===== src/rtl/core/stt_pkg.sv =====
package stt_pkg;

    typedef struct packed {
        logic [7:0] ch;
        logic       end_of_source;
    } t_tok_in;

    typedef struct packed {
        logic [5:0]  token_kind;
        logic [15:0] start_pos;
        logic [7:0]  token_len;
        logic [15:0] line_no;
        logic [2:0]  error_code;
        logic        is_last;
    } t_tok_out;

    // All tokens one source character can release, in order.
    typedef struct packed {
        logic [1:0]         cnt;
        t_tok_out [2:0]     res;
    } t_rec;

    localparam logic [5:0] K_EOF     = 6'd0;
    localparam logic [5:0] K_IDENT   = 6'd1;
    localparam logic [5:0] K_NUMBER  = 6'd2;
    localparam logic [5:0] K_STRING  = 6'd3;
    localparam logic [5:0] K_COMMENT = 6'd4;
    localparam logic [5:0] K_KEYWORD0 = 6'd5;
    localparam logic [5:0] K_LPAREN  = 6'd12;
    localparam logic [5:0] K_RPAREN  = 6'd13;
    localparam logic [5:0] K_LBRACE  = 6'd14;
    localparam logic [5:0] K_RBRACE  = 6'd15;
    localparam logic [5:0] K_COMMA   = 6'd16;
    localparam logic [5:0] K_SEMI    = 6'd17;
    localparam logic [5:0] K_DOT     = 6'd18;
    localparam logic [5:0] K_COLON   = 6'd19;
    localparam logic [5:0] K_MINUS   = 6'd20;
    localparam logic [5:0] K_PERCENT = 6'd21;
    localparam logic [5:0] K_PLUS    = 6'd22;
    localparam logic [5:0] K_SLASH   = 6'd23;
    localparam logic [5:0] K_STAR    = 6'd24;
    localparam logic [5:0] K_GT      = 6'd25;
    localparam logic [5:0] K_GE      = 6'd26;
    localparam logic [5:0] K_LT      = 6'd27;
    localparam logic [5:0] K_LE      = 6'd28;
    localparam logic [5:0] K_ASSIGN  = 6'd29;
    localparam logic [5:0] K_EQ      = 6'd30;
    localparam logic [5:0] K_ANDAND  = 6'd31;
    localparam logic [5:0] K_OROR    = 6'd32;
    localparam logic [5:0] K_NOT     = 6'd33;
    localparam logic [5:0] K_NE      = 6'd34;
    localparam logic [5:0] K_ERROR   = 6'd35;
    localparam logic [5:0] K_NONE    = 6'd0;

    localparam logic [2:0] E_NONE     = 3'd0;
    localparam logic [2:0] E_UNTERM   = 3'd1;
    localparam logic [2:0] E_UNKNOWN  = 3'd2;
    localparam logic [2:0] E_LONE     = 3'd3;
    localparam logic [2:0] E_TRAILING = 3'd4;

    localparam int QUEUE_DEPTH = 4;

endpackage


===== src/rtl/core/stt_back.sv =====
module stt_back import stt_pkg::*; (
    input  logic     i_clk,
    input  logic     i_rst_n,
    input  logic     i_q_valid,
    input  t_rec     i_q_rec,
    output logic     o_pop,
    output logic     o_valid,
    input  logic     i_ready,
    output t_tok_out o_word
);

    logic [1:0] r_sub;
    logic       r_valid;
    t_tok_out   r_word;
    logic       load;
    logic       last_sub;

    assign load     = !r_valid || i_ready;
    assign last_sub = (r_sub == i_q_rec.cnt - 2'd1);
    assign o_pop    = load && i_q_valid && last_sub;
    assign o_valid  = r_valid;
    assign o_word   = r_word;

    // step through the tokens of the head record, one word per cycle while the output is not stalled
    always_ff @(posedge i_clk) begin
        if (!i_rst_n) begin
            r_valid <= 1'b0;
            r_sub   <= '0;
        end else if (load) begin
            r_valid <= i_q_valid;
            if (i_q_valid) begin
                r_sub <= last_sub ? 2'd0 : r_sub + 2'd1;
            end
        end
    end

    always_ff @(posedge i_clk) begin
        if (load && i_q_valid) begin
            r_word <= i_q_rec.res[r_sub];
        end
    end

endmodule


===== config.mk =====
export PLATFORM = sky130hd
export DESIGN_NAME = stt_back
export DESIGN_NICKNAME = d
export VERILOG_FILES = /design/src/rtl/core/stt_pkg.sv /design/src/rtl/core/stt_back.sv
export SDC_FILE = /design/constraint.sdc
export NUM_CORES = 1
export LEC_CHECK = 0
export BUFFER_PORTS_ARGS = -buffer_cell sky130_fd_sc_hd__buf_2
export CAP_MARGIN = 20
export CORE_MARGIN = 5
export CORE_UTILIZATION = 45
export CTS_BUF_LIST = sky130_fd_sc_hd__clkbuf_4
export CTS_CLUSTER_DIAMETER = 40
export DETAILED_ROUTE_END_ITERATION = 10
export PLACE_DENSITY_LB_ADDON = 0.1
export SYNTH_ARGS = -nofsm -noshare
export SYNTH_HDL_FRONTEND = slang
export SYNTH_SLANG_ARGS = --single-unit

===== constraint.sdc =====
create_clock -name i_clk -period 3.75 [get_ports i_clk]
set_input_delay 0.1875 -clock i_clk [delete_from_list [all_inputs] [get_ports i_clk]]
set_output_delay 0.1875 -clock i_clk [all_outputs]
set_load 0.005 [all_outputs]

==> impl_metrics.csv <==
group,metric,value,unit
run_status,outcome,"complete, no violations",
synthesis,synth_area,0.002740,mm²
floorplan,ios,208,
place,dp_hpwl,6047,µm
cells_and_area,drive_gt1_frac,0.5045,
cells_and_area,fin_util,0.6524,
floorplan,die_w,88.04,µm
route,wl_per_cell,15.24,µm
synthesis,synth_ff_type,"edfxtp_1",
cells_and_area,final_area,0.003862,mm²
run,maxCapViolations,0,
global_route,gr-total-overflow,0,
global_route,grt_pass1_vias,2558,
critical_path,required,3560,ps
critical_path,endpoint_kind,"output pin",
power,total_power,0.001277,W
global_route,antenna_found_initial,0,
route,drt_pass1_iterations,4,
route,first_iter_violations,107,
synthesis,synth_edf_count,50,
global_route,grt_start_max_net_pins,58,
place,port_buffers,207,
sta,skew,14.16,ps
sta,rsz0062_at_grt,"false",
synthesis,ys_warn_count,0,
synthesis,yosysMostFrequentCell,"nand2_1",
power,power.leakage,1.694,nW
clock_tree,cts_tree,"done",
floorplan,floorplan.initialDensity,0.4628,
floorplan,die_height,88.04,µm
clock_tree,cts_max_level,2,
route,remaining_drc_errors,0,
sta,fmax,0.4526,GHz
sta,hold_violations,0,
floorplan,coreArea,0.005921,mm²
clock_tree,postCtsSetupBuffers,0,
route,vias,2531,
synthesis,yosysTopAreaCell,"edfxtp_1",
cells_and_area,layout.nets,595,
synthesis,yosysUniqueCellTypes,23,
synthesis,netlist_instances,240,
route,drt-total-wl,7847,µm
critical_path,cp_data_arrival_time,2020,ps
power,pwr-share-seq,0.590,
sta,finalCritPeriodShare,0.5892,
critical_path,crit_type,"reg -> out",
global_route,grt_usage,0.1914,
power,ir_worst_vdd,0.0001654,V
sta,drv_slew,0,
global_route,grt_pass1_wl,11490,µm
floorplan,dieArea,0.007750,mm²
clock_tree,path_clk_slew,140,ps
synthesis,async_flop_share,0,
clock_tree,ctsResizeCount,0,
critical_path,start_kind,"register",
route,via_per_inst,4.915,
critical_path,path_max_fanout,57,
worst_hold_path,min_path_type,"in -> reg",
synthesis,synth_commonest_cells,"52 x nand2_1, 50 x edfxtp_1, 50 x mux2i_1, 50 x o21ai_1, 11 x buf_2",
route,antenna_left,0,
clock_tree,clk_latency,370,ps
clock_tree,cts_buffers,5,
clock_tree,root_buffer,"clkbuf_4",
synthesis,synth_area_leaders,"edfxtp_1 55%, mux2i_1 18%, o21ai_1 9.1%",
sta,hold_ws,80.15,ps
synthesis,ys_ff_latch,53,
place,place_area,0.003787,mm²
sta,relSlewSlack,0.3896,
floorplan,num_rows,28,
power,p_switching,0.0003264,W
global_route,grtUsageMet1,0.1942,
synthesis,synth_nets,396,
global_route,met2_usage,0.3733,
power,combPwrFrac,0.215,
sta,post-route-min-period,2210,ps
synthesis,synthDominantCellAreaShare,0.5479,
sta,tightest_slew,915.6,ps
cells_and_area,syn2layout_area_growth,40.96,%
place,gp_congestion,0.7471,
synthesis,syn-mean-instance-area,11.42,µm²
sta,setup_tns,0,ps
cells_and_area,antenna_cells,0,
synthesis,ys_seq_area_frac,0.5699,
clock_tree,cts_hold_buf,0,
power,power.density,330.5,mW/mm²
global_route,use_met3,0.06115,
clock_tree,clock_path_buffers,2,
global_route,top_usage_layer,"met2",
power,swShare,0.2557,
clock_tree,clock-sinks,53,
power,p_clk_frac,0.195,
power,intPower,0.0009502,W
sta,setup_violations,0,
==> critical path: stages (launching register included) <==
cell      delay, ps
dfxtp_4         970
or3b_1          410
a21boi_1        130
buf_2           140
==> cells in the final DEF (no fill, tap or decap), drive strengths merged <==
cell type	synthesis	layout
nand4b	1	1
edfxtp	50	50
a21o	1	1
nor2b	1	1
xnor2	1	1
nand2b	2	2
nand2	52	52
or3b	1	1
buf	18	210
clkbuf	0	6
nand3b	1	1
clkinv	0	2
and2b	1	1
o22ai	1	1
a31oi	1	1
and2	2	2
inv	1	1
a41o	1	1
o21ai	50	50
dfxtp	3	3
mux2i	50	50
a21boi	2	2
==> registers in the layout, summed over array words and instances, names as in the netlist <==
| signal | cells |
|---|---|
| o_valid | 1 |
| o_word | 50 |
| r_sub | 2 |
==> through the flow <==
| stage | std cells | worst slack (ps) |
|---|---|---|
| 4_1_cts | 514 | 1477 |
| 3_3_place_gp | 506 | 1730 |
| 6_report | 515 | 1540 |
| 2_1_floorplan | 240 | 1585 |
| 5_1_grt | 515 | 1387 |
| 3_5_place_dp | 506 | 1721 |
==> cell families after synthesis <==
logic type                synth area share
muxes                               0.1826
and+or+nand+nor                    0.09452
xor gates and xnor gates          0.003197
DFF                                 0.5699
buffers and inverters              0.04201
AOI/OAI and AO/OA                   0.1078
==> final timing paths <==
path | startpoint | end | slack (ps) | depth (start not counted)
hold reg to reg | o_valid | o_valid | 590 | 2
setup / recovery | r_sub[0] | o_pop | 1540 | 3
setup reg to reg | o_valid | o_word[5] | 1870 | 3
hold / removal | i_q_valid | o_valid | 80 | 3
==> routing by layer <==
metal	wire length, µm	up-vias	part of all wire
met1	2592	1129	0.33
li1	-	1266	-
met2	4144	125	0.53
met3	979	11	0.12
met4	131	0	0.017
met5	0	-	0
==> power groups by stage <==
stage                     combinational [W]  clock [W]  sequential, W
after floorplan                    0.000139          0       0.000752
after global placement             0.000268          0       0.000764
after detailed placement           0.000277          0       0.000768
after CTS                          0.000277   0.000261       0.000755
after global routing               0.000305   0.000276       0.000760
final                              0.000274   0.000249       0.000753
==> cell type report <==
class	count	area, µm²
clock inverter	2	10.01
multi-input combinational	168	1072
inverter	1	3.754
tap	75	93.84
sequential	53	1567
clock buffer	6	45.04
fill	520	2058
timing repair buffer	210	1071
Note: power is estimated with default switching activity, not from simulation.
