==> config.mk <==
export PLATFORM = sky130hd
export DESIGN_NAME = stt_queue
export DESIGN_NICKNAME = d
export VERILOG_FILES = /design/src/rtl/core/stt_pkg.sv /design/src/rtl/core/stt_queue.sv
export SDC_FILE = /design/constraint.sdc
export NUM_CORES = 1
export LEC_CHECK = 0
export ABC_CLOCK_PERIOD_IN_PS = 12860
export BUFFER_PORTS_ARGS = -buffer_cell sky130_fd_sc_hd__clkbuf_2
export CAP_MARGIN = 15
export CORE_AREA = 2 2 240 242
export CTS_BUF_LIST = sky130_fd_sc_hd__clkbuf_4
export DETAILED_ROUTE_END_ITERATION = 10
export DIE_AREA = 0 0 242 244
export PLACE_DENSITY = 0.67
export SETUP_SLACK_MARGIN = 0.3
export SLEW_MARGIN = 25
export SYNTH_ARGS = -nofsm -noshare
export SYNTH_HDL_FRONTEND = slang
export SYNTH_SLANG_ARGS = --single-unit
export TNS_END_PERCENT = 30
==> constraint.sdc <==
create_clock -name i_clk -period 12.86 [get_ports i_clk]
set_input_delay 2.572 -clock i_clk [delete_from_list [all_inputs] [get_ports i_clk]]
set_output_delay 2.572 -clock i_clk [all_outputs]
set_load 0.005 [all_outputs]
==> src/rtl/core/stt_pkg.sv <==
package stt_pkg;

    typedef struct packed {
        logic [7:0] ch;
        logic       end_of_source;
    } t_tok_in;

    typedef struct packed {
        logic [5:0]  token_kind;
        logic [15:0] start_pos;
        logic [7:0]  token_len;
        logic [15:0] line_no;
        logic [2:0]  error_code;
        logic        is_last;
    } t_tok_out;

    // All tokens one source character can release, in order.
    typedef struct packed {
        logic [1:0]         cnt;
        t_tok_out [2:0]     res;
    } t_rec;

    localparam logic [5:0] K_EOF     = 6'd0;
    localparam logic [5:0] K_IDENT   = 6'd1;
    localparam logic [5:0] K_NUMBER  = 6'd2;
    localparam logic [5:0] K_STRING  = 6'd3;
    localparam logic [5:0] K_COMMENT = 6'd4;
    localparam logic [5:0] K_KEYWORD0 = 6'd5;
    localparam logic [5:0] K_LPAREN  = 6'd12;
    localparam logic [5:0] K_RPAREN  = 6'd13;
    localparam logic [5:0] K_LBRACE  = 6'd14;
    localparam logic [5:0] K_RBRACE  = 6'd15;
    localparam logic [5:0] K_COMMA   = 6'd16;
    localparam logic [5:0] K_SEMI    = 6'd17;
    localparam logic [5:0] K_DOT     = 6'd18;
    localparam logic [5:0] K_COLON   = 6'd19;
    localparam logic [5:0] K_MINUS   = 6'd20;
    localparam logic [5:0] K_PERCENT = 6'd21;
    localparam logic [5:0] K_PLUS    = 6'd22;
    localparam logic [5:0] K_SLASH   = 6'd23;
    localparam logic [5:0] K_STAR    = 6'd24;
    localparam logic [5:0] K_GT      = 6'd25;
    localparam logic [5:0] K_GE      = 6'd26;
    localparam logic [5:0] K_LT      = 6'd27;
    localparam logic [5:0] K_LE      = 6'd28;
    localparam logic [5:0] K_ASSIGN  = 6'd29;
    localparam logic [5:0] K_EQ      = 6'd30;
    localparam logic [5:0] K_ANDAND  = 6'd31;
    localparam logic [5:0] K_OROR    = 6'd32;
    localparam logic [5:0] K_NOT     = 6'd33;
    localparam logic [5:0] K_NE      = 6'd34;
    localparam logic [5:0] K_ERROR   = 6'd35;
    localparam logic [5:0] K_NONE    = 6'd0;

    localparam logic [2:0] E_NONE     = 3'd0;
    localparam logic [2:0] E_UNTERM   = 3'd1;
    localparam logic [2:0] E_UNKNOWN  = 3'd2;
    localparam logic [2:0] E_LONE     = 3'd3;
    localparam logic [2:0] E_TRAILING = 3'd4;

    localparam int QUEUE_DEPTH = 4;

endpackage

==> src/rtl/core/stt_queue.sv <==
module stt_queue import stt_pkg::*; (
    input  logic i_clk,
    input  logic i_rst_n,
    input  logic i_push,
    input  t_rec i_rec,
    output logic o_full,
    input  logic i_pop,
    output logic o_valid,
    output t_rec o_rec
);

    localparam int AW = $clog2(QUEUE_DEPTH);

    t_rec          mem [QUEUE_DEPTH];
    logic [AW-1:0] r_wp, r_rp;
    logic [AW:0]   r_cnt;

    assign o_full  = (r_cnt == (AW+1)'(QUEUE_DEPTH));
    assign o_valid = (r_cnt != '0);
    assign o_rec   = mem[r_rp];

    always_ff @(posedge i_clk) begin
        if (i_push) begin
            mem[r_wp] <= i_rec;
        end
    end

    always_ff @(posedge i_clk) begin
        if (!i_rst_n) begin
            r_wp  <= '0;
            r_rp  <= '0;
            r_cnt <= '0;
        end else begin
            if (i_push) r_wp <= r_wp + 1'b1;
            if (i_pop) r_rp <= r_rp + 1'b1;
            r_cnt <= r_cnt + (AW+1)'(i_push) - (AW+1)'(i_pop);
        end
    end

endmodule

==> out/metrics.csv, run 1 <==
stage,metric,value,unit
synth,Syn Area/Cell,26.7,µm²
routing,DR vias/cell,4.90,
die,# IOs,310,
die,die area,59000,µm²
timing,worst-margin pin slew,0.981,ns
worst_setup_path,"Req. time, crit path",10.29,ns
grt,largest net degree at the start of global routing,63,
cells_and_area,Area Growth Syn to Fin,19.3,%
grt,vias in the first global route,11600,
timing,final setup TNS,0,ns
clock_network,Clock Tree Root,clkbuf_4,
clock_network,clock sinks,617,
grt,global-route wire length before repair,68.1,mm
worst_setup_path,crit path cell chain,buf_4 -> buf_6 -> mux4_2 -> clkbuf_2,
power,Pleak,9.15,nW
cells_and_area,final instance area,26700,µm²
timing,Max Freq,158,MHz
worst_setup_path,"delay-heaviest family, CP",buffers and inverters,
die,Core ar.,56200,µm²
status,status,"finished, final reports clean",
timing,Final Max Tran Viols,0,
clock_network,CTS tree,yes,
synth,YS warnings,0,
synth,XOR/XNOR Fraction of Synth Area,0.185,%
worst_setup_path,CP max stage delay,0.69,ns
clock_network,htree depth,4,
place,GP Congestion,0.727,
worst_setup_path,Worst Path Buf+Inv,3,
synth,Synth area leader,edfxtp_1,
die,Starting Density,39.8,%
clock_network,clock transition at the registers of the reported paths,0.05,ns
min_path,Worst Hold Class,flip-flop to flip-flop,
place,HPWL Detailed,25.9,mm
synth,"Cell Area, Synth",22300,µm²
routing,via count,10500,
routing,Final ANT Viol Nets,0,
routing,average wire per standard cell,20.5,µm
worst_setup_path,Crit. End Element,output port,
synth,sequential fraction of the synthesis area,82.5,%
cells_and_area,layout cells sized above 1,52.0,%
timing,"Min Clock Period, post-route",6.34,ns
synth,post-synthesis adder-cell area fraction,0.425,%
clock_network,CTS Buf Count,158,
synth,Synth Area in Simple Gates,0.342,%
clock_network,maximum root-to-sink buffer count,3,
routing,DRC,0,
timing,RSZ-0062 raised after global routing,no,
clock_network,Post-CTS Repair Setup Buffers,0,
synth,Gate Count Post-Synth,837,
clock_network,quantity of hold-fixing buffers added after cts,0,
place,placed inst area,24700,µm²
synth,Synth top area share,81.7,%
clock_network,CTS resizes,0,
synth,Area contributors post-synth,"edfxtp_1 (82%), mux4_2 (15%), dfxtp_1 (0.81%)",
worst_setup_path,CP startpoint kind,flip-flop,
routing,DRT Pass-1 Iters,5,
timing,"Hold Vio Cnt, Final",0,
synth,"FF+latch count, synth",617,
timing,final setup violating endpoints,0,
run,max_cap viols,0,
synth,largest family of logic cells by synthesized area,multiplexers,
worst_setup_path,Crit-path slowest cell,buf_4,
synth,Mapped Nets,1000,
clock_network,worst skew pair latency,0.89,ns
timing,Final Skew,0.0247,ns
die,die height,244,µm
worst_setup_path,worst setup path class,flip-flop to output port,
worst_setup_path,CP Max Fanout,49,
die,# rows,87,
place,number of port buffers,309,
routing,Routed WL,44.2,mm
synth,mux cell area share after synthesis,15.4,%
cells_and_area,fin nets,1448,
grt,GRT overflow,0,
synth,Synth cell types,19,
power,PD cells,161,nW/µm²
worst_setup_path,crit path DAT,3.76,ns
die,width of the chip,242,µm
power,maximum VDD drop,96.5,µV
routing,DR iter-0 viols,627,
timing,Relative slew margins,34.6,%
grt,Global Route Usage Sum,15.4,%
grt,initial antenna violation count,6,
synth,post-synthesis compound-gate area fraction,0.0672,%
timing,crit share post-route,49.3,%
-- report_power, final --
| group | internal, W | leakage, nW | switching (W) | total, W |
|---|---|---|---|---|
| Combinational | 0.000181 | 2.33 | 0.000194 | 0.000375 |
| Clock | 0.000840 | 1.16 | 0.000731 | 0.00157 |
| Sequential | 0.00231 | 5.66 | 0.0000288 | 0.00234 |
| Total | 0.00333 | 9.15 | 0.000954 | 0.00429 |
-- registers in the layout, indices dropped and copies added (netlist names), named ones only --
register / flops
mem: 608
r_cnt: 3
r_rp: 2
r_wp: 2
-- per-layer routing --
layer / track usage, % / part of all wire [%]
met1: 18.8 / 39
met2: 24.5 / 50
met3: 6.35 / 8.6
met4: 6.52 / 2.0
met5: 0 / 0.11
-- cell usage in the layout, fill, tap and decap left out, types with 6 or more instances in the layout --
cell,Yosys,layout
mux4_2,152,152
clkbuf_2,0,309
inv_1,7,7
ha_1,6,6
buf_4,0,11
dfxtp_1,9,7
edfxtp_1,608,608
clkinv_1,0,24
clkbuf_4,0,232
-- final cells by class --
class	count	area (µm²)
well taps	756	946
diodes	2	5.00
inverters	7	26.3
clock inverters	36	171
fillers	4784	29500
clock buffers	232	1740
repair buffers	322	1650
multi-input cells	179	3670
flip-flops and latches	617	18400
-- Yosys cell counts --
master    instances
edfxtp_1        608
mux4_2          152
buf_2            17
buf_6            10
dfxtp_1           9
clkbuf_1          7
inv_1             7
and2_1            6
ha_1              6
nor2_1            5
xnor2_1           2
a21bo_2           1
a21oi_1           1
and3_1            1
fa_1              1
mux2i_1           1
nand3b_1          1
or3_1             1
xor3_1            1
-- worst min-delay path, delay by kind of cell (launching register included) --
family           cells  cell delay (ns)
AO/OA/AOI/OAI        1             0.08
flip-flops           1             0.32
AND/OR/NAND/NOR      1             0.10
-- logic make-up after synthesis --
logic type      Yosys count
simple gates             14
xor+xnor                  3
flops                   617
buf+inv                  41
mux                     153
compound gates            2
fa+ha+maj                 7
-- stage by stage --
step / util, % / std cells / worst slack [ns] / total power (W) / hold WS (ns)
detailed placement: 44.0 / 1881 / 7.03 / 0.00277 / 0.536
CTS: 47.4 / 2149 / 5.92 / 0.00437 / 0.540
global route: 47.5 / 2150 / 6.06 / 0.00450 / 0.570
finish: 47.5 / 2151 / 6.52 / 0.00429 / 0.537
global placement: 44.0 / 1881 / 7.09 / 0.00276 / 0.500
floorplan: - / 837 / 6.29 / 0.00260 / 0.499
-- final timing paths --
check | endpoint | startpoint | cells past startpoint | slack, ns
min | flip-flop | r_rp[1] | 2 | 0.54
max reg2reg | mem[3][102] | r_wp[0] | 3 | 10.29
max | o_rec[79] | flip-flop | 4 | 6.52
min reg2reg | flip-flop | r_rp[1] | 2 | 0.54
(Power assumes the default switching activity.)
==> inputs of run 2 (changes only) <==
--- a/config.mk
+++ b/config.mk
@@ -5,14 +5,15 @@
 export SDC_FILE = /design/constraint.sdc
 export NUM_CORES = 1
 export LEC_CHECK = 0
-export ABC_CLOCK_PERIOD_IN_PS = 12860
+export ABC_AREA = 1
+export ABC_CLOCK_PERIOD_IN_PS = 5470
 export BUFFER_PORTS_ARGS = -buffer_cell sky130_fd_sc_hd__clkbuf_2
 export CAP_MARGIN = 15
-export CORE_AREA = 2 2 240 242
+export CORE_AREA = 2 2 253 255
 export CTS_BUF_LIST = sky130_fd_sc_hd__clkbuf_4
 export DETAILED_ROUTE_END_ITERATION = 10
-export DIE_AREA = 0 0 242 244
-export PLACE_DENSITY = 0.67
+export DIE_AREA = 0 0 255 257
+export PLACE_DENSITY = 0.68
 export SETUP_SLACK_MARGIN = 0.3
 export SLEW_MARGIN = 25
 export SYNTH_ARGS = -nofsm -noshare
==> constraint.sdc (replaced) <==
create_clock -name i_clk -period 5.47 [get_ports i_clk]
set_input_delay 1.094 -clock i_clk [delete_from_list [all_inputs] [get_ports i_clk]]
set_output_delay 1.094 -clock i_clk [all_outputs]
set_load 0.005 [all_outputs]
==> out/metrics.csv, run 2 <==
stage,metric,value,unit,change
grt,largest net degree at the start of global routing,192,,+200%
timing,final setup TNS,0,ns,unchanged
grt,global-route wire length before repair,78.9,mm,+16%
run,max_cap viols,0,,unchanged
clock_network,Post-CTS Repair Setup Buffers,0,,unchanged
routing,DR vias/cell,4.71,,-3.9%
worst_setup_path,Crit-path slowest cell,dfxtp_4,,
place,number of port buffers,309,,unchanged
routing,DRT Pass-1 Iters,5,,unchanged
die,die height,257,µm,+5.3%
clock_network,clock transition at the registers of the reported paths,0.07,ns,+0.02 ns
routing,Final ANT Viol Nets,0,,unchanged
min_path,Worst Min Path Start,i_rec[33],,
place,placed insts,2900,,+54%
worst_setup_path,Crit. End Element,output port,,
die,Starting Density,39.8,%,about the same
timing,Final Max Tran Viols,0,,unchanged
synth,Syn Area/Cell,13.6,µm²,-49%
routing,met1 wire length,21.1,mm,+22%
routing,routed wl met2,25.0,mm,+13%
die,die area,65500,µm²,+11%
cells_and_area,Area Growth Syn to Fin,17.4,%,
synth,sequential fraction of the synthesis area,73.9,%,-8.6 points
synth,Post-synth top cells,"edfxtp_1 (608), inv_1 (319), nand2_1 (314)",,
place,GP Congestion,0.737,,+1.5%
synth,"FF+latch count, synth",617,,unchanged
grt,initial antenna violation count,8,,+2
worst_setup_path,capturing point of the worst reg2reg path,mem[1][129],,
synth,Synth cell types,17,,-2
grt,vias in the first global route,15200,,+31%
routing,DR iter-0 viols,911,,+45%
grt,Global Route Usage Sum,15.7,%,+0.21 points
timing,"Min Clock Period, post-route",3.97,ns,
routing,WL met3,3.83,mm,+0.26%
power,Pleak,11.5,nW,+25%
synth,Synth area leader,edfxtp_1,,
timing,final setup violating endpoints,0,,unchanged
cells_and_area,final design utilization,46.7,%,-0.80 points
routing,average wire per standard cell,16.1,µm,-22%
clock_network,htree depth,4,,unchanged
timing,Max Freq,252,MHz,
power,maximum VDD drop,237,µV,+150%
clock_network,CTS Buf Count,160,,+1.3%
cells_and_area,max reg flops,608,,unchanged
worst_setup_path,cells on worst reg2reg path,5,,+2
synth,Gate Count Post-Synth,1829,,+120%
worst_setup_path,FF-to-FF setup slack,3.12,ns,-7.17 ns
worst_setup_path,crit path cell chain,buf_12 -> a21oi_1 -> o21ai_0 -> nand2_1 -> clkbuf_2,,
cells_and_area,"commonest non-fill, non-tap cell in the layout",edfxtp_1,,
synth,top-count cell post-synth,edfxtp_1,,
cells_and_area,Regs by FF count,"mem (608), r_cnt (3)",,
timing,"Hold Vio Cnt, Final",0,,unchanged
timing,Final Skew,0.0366,ns,+0.0119 ns
cells_and_area,Finished Layout Cells,3169,,+47%
worst_setup_path,r2r startpoint,r_wp[1],,
clock_network,clock sinks,617,,unchanged
cells_and_area,fin nets,2379,,+64%
synth,Area contributors post-synth,"edfxtp_1 (73%), o211ai_2 (6.5%), inv_1 (4.8%)",,
worst_setup_path,"Req. time, crit path",4.38,ns,-5.91 ns
place,HPWL Detailed,29.3,mm,+13%
worst_setup_path,CP startpoint kind,flip-flop,,
synth,Synth top area share,73.2,%,-8.5 points
timing,worst-margin pin slew,1.08,ns,+0.0946 ns
timing,Relative slew margins,28.3,%,-6.3 points
synth,YS warnings,0,,unchanged
clock_network,quantity of hold-fixing buffers added after cts,0,,unchanged
synth,Async SR Flop Fraction,0,%,unchanged
synth,ys flop type,edfxtp_1,,
routing,via count,14900,,+42%
synth,Mapped Nets,1992,,+99%
timing,crit share post-route,72.5,%,
clock_network,worst skew pair latency,0.94,ns,+0.05 ns
worst_setup_path,crit path DAT,2.87,ns,-0.89 ns
synth,number of flops mapped to enable cells by yosys,608,,unchanged
worst_setup_path,CP Max Fanout,94,,+92%
power,PD cells,356,nW/µm²,+120%
worst_setup_path,worst setup path class,flip-flop to output port,,
status,status,"finished, final reports clean",,
grt,GRT overflow,0,,unchanged
synth,"Cell Area, Synth",24900,µm²,+12%
cells_and_area,most frequent cells in the layout,"edfxtp_1 (608), inv_1 (315), nand2_1 (314)",,
clock_network,Clock Tree Root,clkbuf_4,,
die,width of the chip,255,µm,+5.4%
routing,DRC,0,,unchanged
timing,RSZ-0062 raised after global routing,no,,
clock_network,CTS resizes,0,,unchanged
routing,Highest Signal Layer,met5,,
min_path,endpoint with the worst hold slack,mem[3][33],,
cells_and_area,layout cells sized above 1,30.6,%,-21 points
clock_network,maximum root-to-sink buffer count,3,,unchanged
die,# IOs,310,,unchanged
clock_network,CTS tree,yes,,
cells_and_area,largest reg by FF count,mem,,
min_path,Worst Hold Depth,1,,-1
routing,Routed WL,51.1,mm,+16%
worst_setup_path,CP max stage delay,0.93,ns,+0.24 ns
min_path,Worst Hold Class,input pin to flip-flop,,
die,# rows,92,,+5.7%
die,Core ar.,62700,µm²,+12%
run 2: cell families after synthesis:
logic type,count (synthesis),share of synthesized area (%)
flip-flops,617,73.9
buffers and inverters,421,7.43
adder cells (fa/ha/maj),7,0.381
AO/OA/AOI/OAI,466,13.5
AND/OR/NAND/NOR,318,4.80
run 2: power by group:
part / total, W / internal [W] / switching [W]
clock network: 0.00404 / 0.00225 / 0.00180
registers: 0.00547 / 0.00541 / 0.0000587
logic: 0.000923 / 0.000317 / 0.000606
run 2: worst max path at each step:
| stage | start | to | depth (start not counted) |
|---|---|---|---|
| after detailed placement | i_push | mem[1][141] | 4 |
| after global placement | i_push | mem[1][137] | 4 |
| after CTS | flip-flop | o_rec[131] | 5 |
| final | flip-flop | o_rec[101] | 5 |
| after global routing | flip-flop | o_rec[112] | 5 |
| after floorplan | i_push | mem[2][0] | 2 |
run 2: routing by layer:
layer,GRT usage [%],vias to the layer above
met4,6.82,12
li1,-,7248
met3,5.97,91
met2,25.5,376
met1,18.4,7195
met5,0,-
run 2: worst max-delay path: cells and delay by family, from the launching register on:
family	cells	cell delay (ns)
AO/OA/AOI/OAI	2	0.21
AND/OR/NAND/NOR	1	0.09
buffers and inverters	2	0.60
flip-flops	1	0.93
run 2: cell type report:
type                            count  area [µm²]
Antenna cell                        3        7.51
Clock buffer                      222        1670
Clock inverter                     44         405
Fill cell                        5500       33500
Inverter                          319        1220
Multi-Input combinational cell    791        4650
Sequential cell                   617       18400
Tap cell                          846        1060
Timing Repair Buffer              327        1820
run 2: through the flow:
step	setup slack [ns]	cell area (µm²)	hold WS [ns]	power [W]
3_5_place_dp	2.44	27200	0.453	0.00651
2_1_floorplan	0.914	24900	0.436	0.00611
3_3_place_gp	2.42	27200	0.435	0.00647
5_1_grt	1.20	29300	0.249	0.0110
6_report	1.50	29300	0.365	0.0104
4_1_cts	1.33	29300	0.205	0.0106
==> inputs of run 3 (changes only) <==
--- a/config.mk
+++ b/config.mk
@@ -5,15 +5,15 @@
 export SDC_FILE = /design/constraint.sdc
 export NUM_CORES = 1
 export LEC_CHECK = 0
-export ABC_AREA = 1
-export ABC_CLOCK_PERIOD_IN_PS = 5470
+export ABC_AREA = 0
+export ABC_CLOCK_PERIOD_IN_PS = 3700
 export BUFFER_PORTS_ARGS = -buffer_cell sky130_fd_sc_hd__clkbuf_2
 export CAP_MARGIN = 15
-export CORE_AREA = 2 2 253 255
+export CORE_AREA = 2 2 240 242
 export CTS_BUF_LIST = sky130_fd_sc_hd__clkbuf_4
 export DETAILED_ROUTE_END_ITERATION = 10
-export DIE_AREA = 0 0 255 257
-export PLACE_DENSITY = 0.68
+export DIE_AREA = 0 0 242 244
+export PLACE_DENSITY = 0.67
 export SETUP_SLACK_MARGIN = 0.3
 export SLEW_MARGIN = 25
 export SYNTH_ARGS = -nofsm -noshare
==> constraint.sdc (replaced) <==
create_clock -name i_clk -period 3.7 [get_ports i_clk]
set_input_delay 0.74 -clock i_clk [delete_from_list [all_inputs] [get_ports i_clk]]
set_output_delay 0.74 -clock i_clk [all_outputs]
set_load 0.005 [all_outputs]
==> out/metrics.csv, run 3 (same netlist as run 1, synthesis figures left out) <==
stage,metric,value,unit,change
status,status,"finished, final reports clean",,
routing,DRC,0,,unchanged
power,Flop pwr share,53.8,%,+1.4 points
worst_setup_path,crit path DAT,2.45,ns,-0.42 ns
timing,RSZ-0062 raised after global routing,yes,,
clock_network,CTS Buf Count,157,,-1.9%
power,logic gate share of total power,10.4,%,+1.6 points
clock_network,Clock Tree Root,clkbuf_4,,
place,HPWL Detailed,26.8,mm,-8.3%
routing,DRT Pass-1 Iters,4,,-1
worst_setup_path,CP max stage delay,0.56,ns,-0.37 ns
clock_network,clock sinks,617,,unchanged
run,max_cap viols,0,,unchanged
cells_and_area,most frequent cells in the layout,"edfxtp_1 (608), clkbuf_2 (309), clkbuf_4 (220)",,
timing,"Min Clock Period, post-route",3.19,ns,
die,width of the chip,242,µm,-5.1%
routing,DR vias/cell,4.88,,+3.7%
cells_and_area,max reg flops,608,,unchanged
grt,initial antenna violation count,8,,unchanged
timing,Relative slew margins,55.3,%,+27 points
cells_and_area,layout cells sized above 1,47.2,%,+17 points
timing,Max Freq,313,MHz,
clock_network,maximum root-to-sink buffer count,3,,unchanged
timing,final setup violating endpoints,0,,unchanged
timing,Final Skew,0.0351,ns,-0.00147 ns
worst_setup_path,worst setup path class,flip-flop to output port,,
worst_setup_path,CP Max Fanout,22,,-77%
place,number of port buffers,309,,unchanged
cells_and_area,Regs by FF count,"mem (608), r_cnt (3)",,
grt,largest net degree at the start of global routing,68,,-65%
timing,worst-margin pin slew,0.671,ns,-0.405 ns
grt,vias in the first global route,12500,,-18%
power,Pleak,9.92,nW,-13%
die,Core ar.,56200,µm²,-10%
grt,GRT overflow,0,,unchanged
place,GP Congestion,0.703,,-4.6%
power,PD cells,528,nW/µm²,+48%
cells_and_area,Area Growth Syn to Fin,27.8,%,
worst_setup_path,crit path cell chain,buf_12 -> buf_16 -> mux4_2 -> clkbuf_2,,
worst_setup_path,FF-to-FF setup slack,1.70,ns,-1.42 ns
min_path,Worst Hold Class,input pin to flip-flop,,
place,dpl ws,1.31,ns,-1.13 ns
clock_network,htree depth,4,,unchanged
cells_and_area,largest reg by FF count,mem,,
timing,setup ws final,0.510,ns,-0.994 ns
clock_network,clock transition at the registers of the reported paths,0.06,ns,about the same
routing,average wire per standard cell,20.6,µm,+28%
grt,global-route wire length before repair,72.2,mm,-8.5%
routing,Routed WL,47.6,mm,-6.9%
power,Psw,0.00339,W,+38%
power,Int Power,0.0117,W,+47%
die,die height,244,µm,-5.1%
timing,Final Max Tran Viols,0,,unchanged
power,maximum VDD drop,372,µV,+57%
routing,DR iter-0 viols,677,,-26%
routing,via count,11300,,-25%
cells_and_area,Filler Cells Inserted,4513,,-18%
die,Starting Density,39.8,%,about the same
clock_network,worst skew pair latency,0.90,ns,-0.04 ns
timing,crit share post-route,86.2,%,
clock_network,CTS tree,yes,,
worst_setup_path,Crit-path slowest cell,mux4_2,,
worst_setup_path,Crit. End Element,output port,,
power,switching share of power,22.5,%,-1.1 points
power,Pwr Total,0.0151,W,+44%
die,# rows,87,,-5.4%
worst_setup_path,CP startpoint kind,flip-flop,,
cells_and_area,"commonest non-fill, non-tap cell in the layout",edfxtp_1,,
grt,Global Route Usage Sum,16.4,%,+0.75 points
timing,"Hold Vio Cnt, Final",0,,unchanged
die,# IOs,310,,unchanged
worst_setup_path,"Req. time, crit path",2.96,ns,-1.42 ns
cells_and_area,fin nets,1616,,-32%
die,die area,59000,µm²,-9.9%
cells_and_area,final design utilization,50.8,%,+4.2 points
routing,Final ANT Viol Nets,0,,unchanged
power,Clock power frac,35.8,%,-3.0 points
[run 3: layout make-up]
type	instances	area [µm²]	area share [%]
antenna	5	12.5	0.0438
clock inverter	31	183	0.640
inverter	7	26.3	0.0920
clock buffer	220	1650	5.78
timing repair buffer	491	3620	12.7
tap	756	946	3.31
sequential	617	18400	64.6
multi-input combinational	179	3670	12.9
[run 3: stage by stage]
step / cell area, µm² / hold WS, ns / std cells / TNS [ns]
floorplan: 22400 / 0.499 / 837 / -315.28
global placement: 25000 / 0.533 / 1891 / 0
detailed placement: 25000 / 0.559 / 1891 / 0
CTS: 28500 / 0.0237 / 2301 / 0
global route: 28500 / 0.0923 / 2305 / 0
finish: 28600 / 0.222 / 2306 / 0
[run 3: final timing paths]
check,endpoint,start,depth (start not counted)
worst min register to register,r_wp[0],r_wp[0],2
worst max-delay path,o_rec[116],flip-flop,4
worst max register to register,mem[2][70],r_wp[0],4
worst min-delay path,flip-flop,i_pop,3
[run 3: what timing repair did]
action | CTS | global route
gates resized for setup | 5 | 1
hold buffers | 153 | 0
endpoints found under the setup margin | 108 | 12
buffers inserted | 3 | 0
cloned | 3 | 0
endpoints found under the hold margin | 610 | 0
pin swaps | 0 | 0
[run 3: layer usage]
metal | wire length [µm] | vias to the layer above | global-route usage (%) | share of wire, %
li1 | - | 4969 | - | -
met1 | 19200 | 5830 | 19.8 | 40
met2 | 24000 | 372 | 27.0 | 50
met3 | 3520 | 80 | 6.12 | 7.4
met4 | 881 | 6 | 6.25 | 1.9
met5 | 37 | - | 0 | 0.078
[run 3: critical path, delay by kind of cell, from the launching register on]
| family | cells | cell delay (ns) |
|---|---|---|
| buf+inv | 3 | 0.54 |
| flops | 1 | 0.42 |
| mux | 1 | 0.56 |
[run 3: power by group through the flow]
stage	clock network [W]	logic, W	registers (W)
floorplan	0	0.000755	0.00826
global placement	0	0.00139	0.00825
detailed placement	0	0.00141	0.00827
CTS	0.00564	0.00160	0.00812
global route	0.00599	0.00169	0.00813
finish	0.00539	0.00157	0.00811
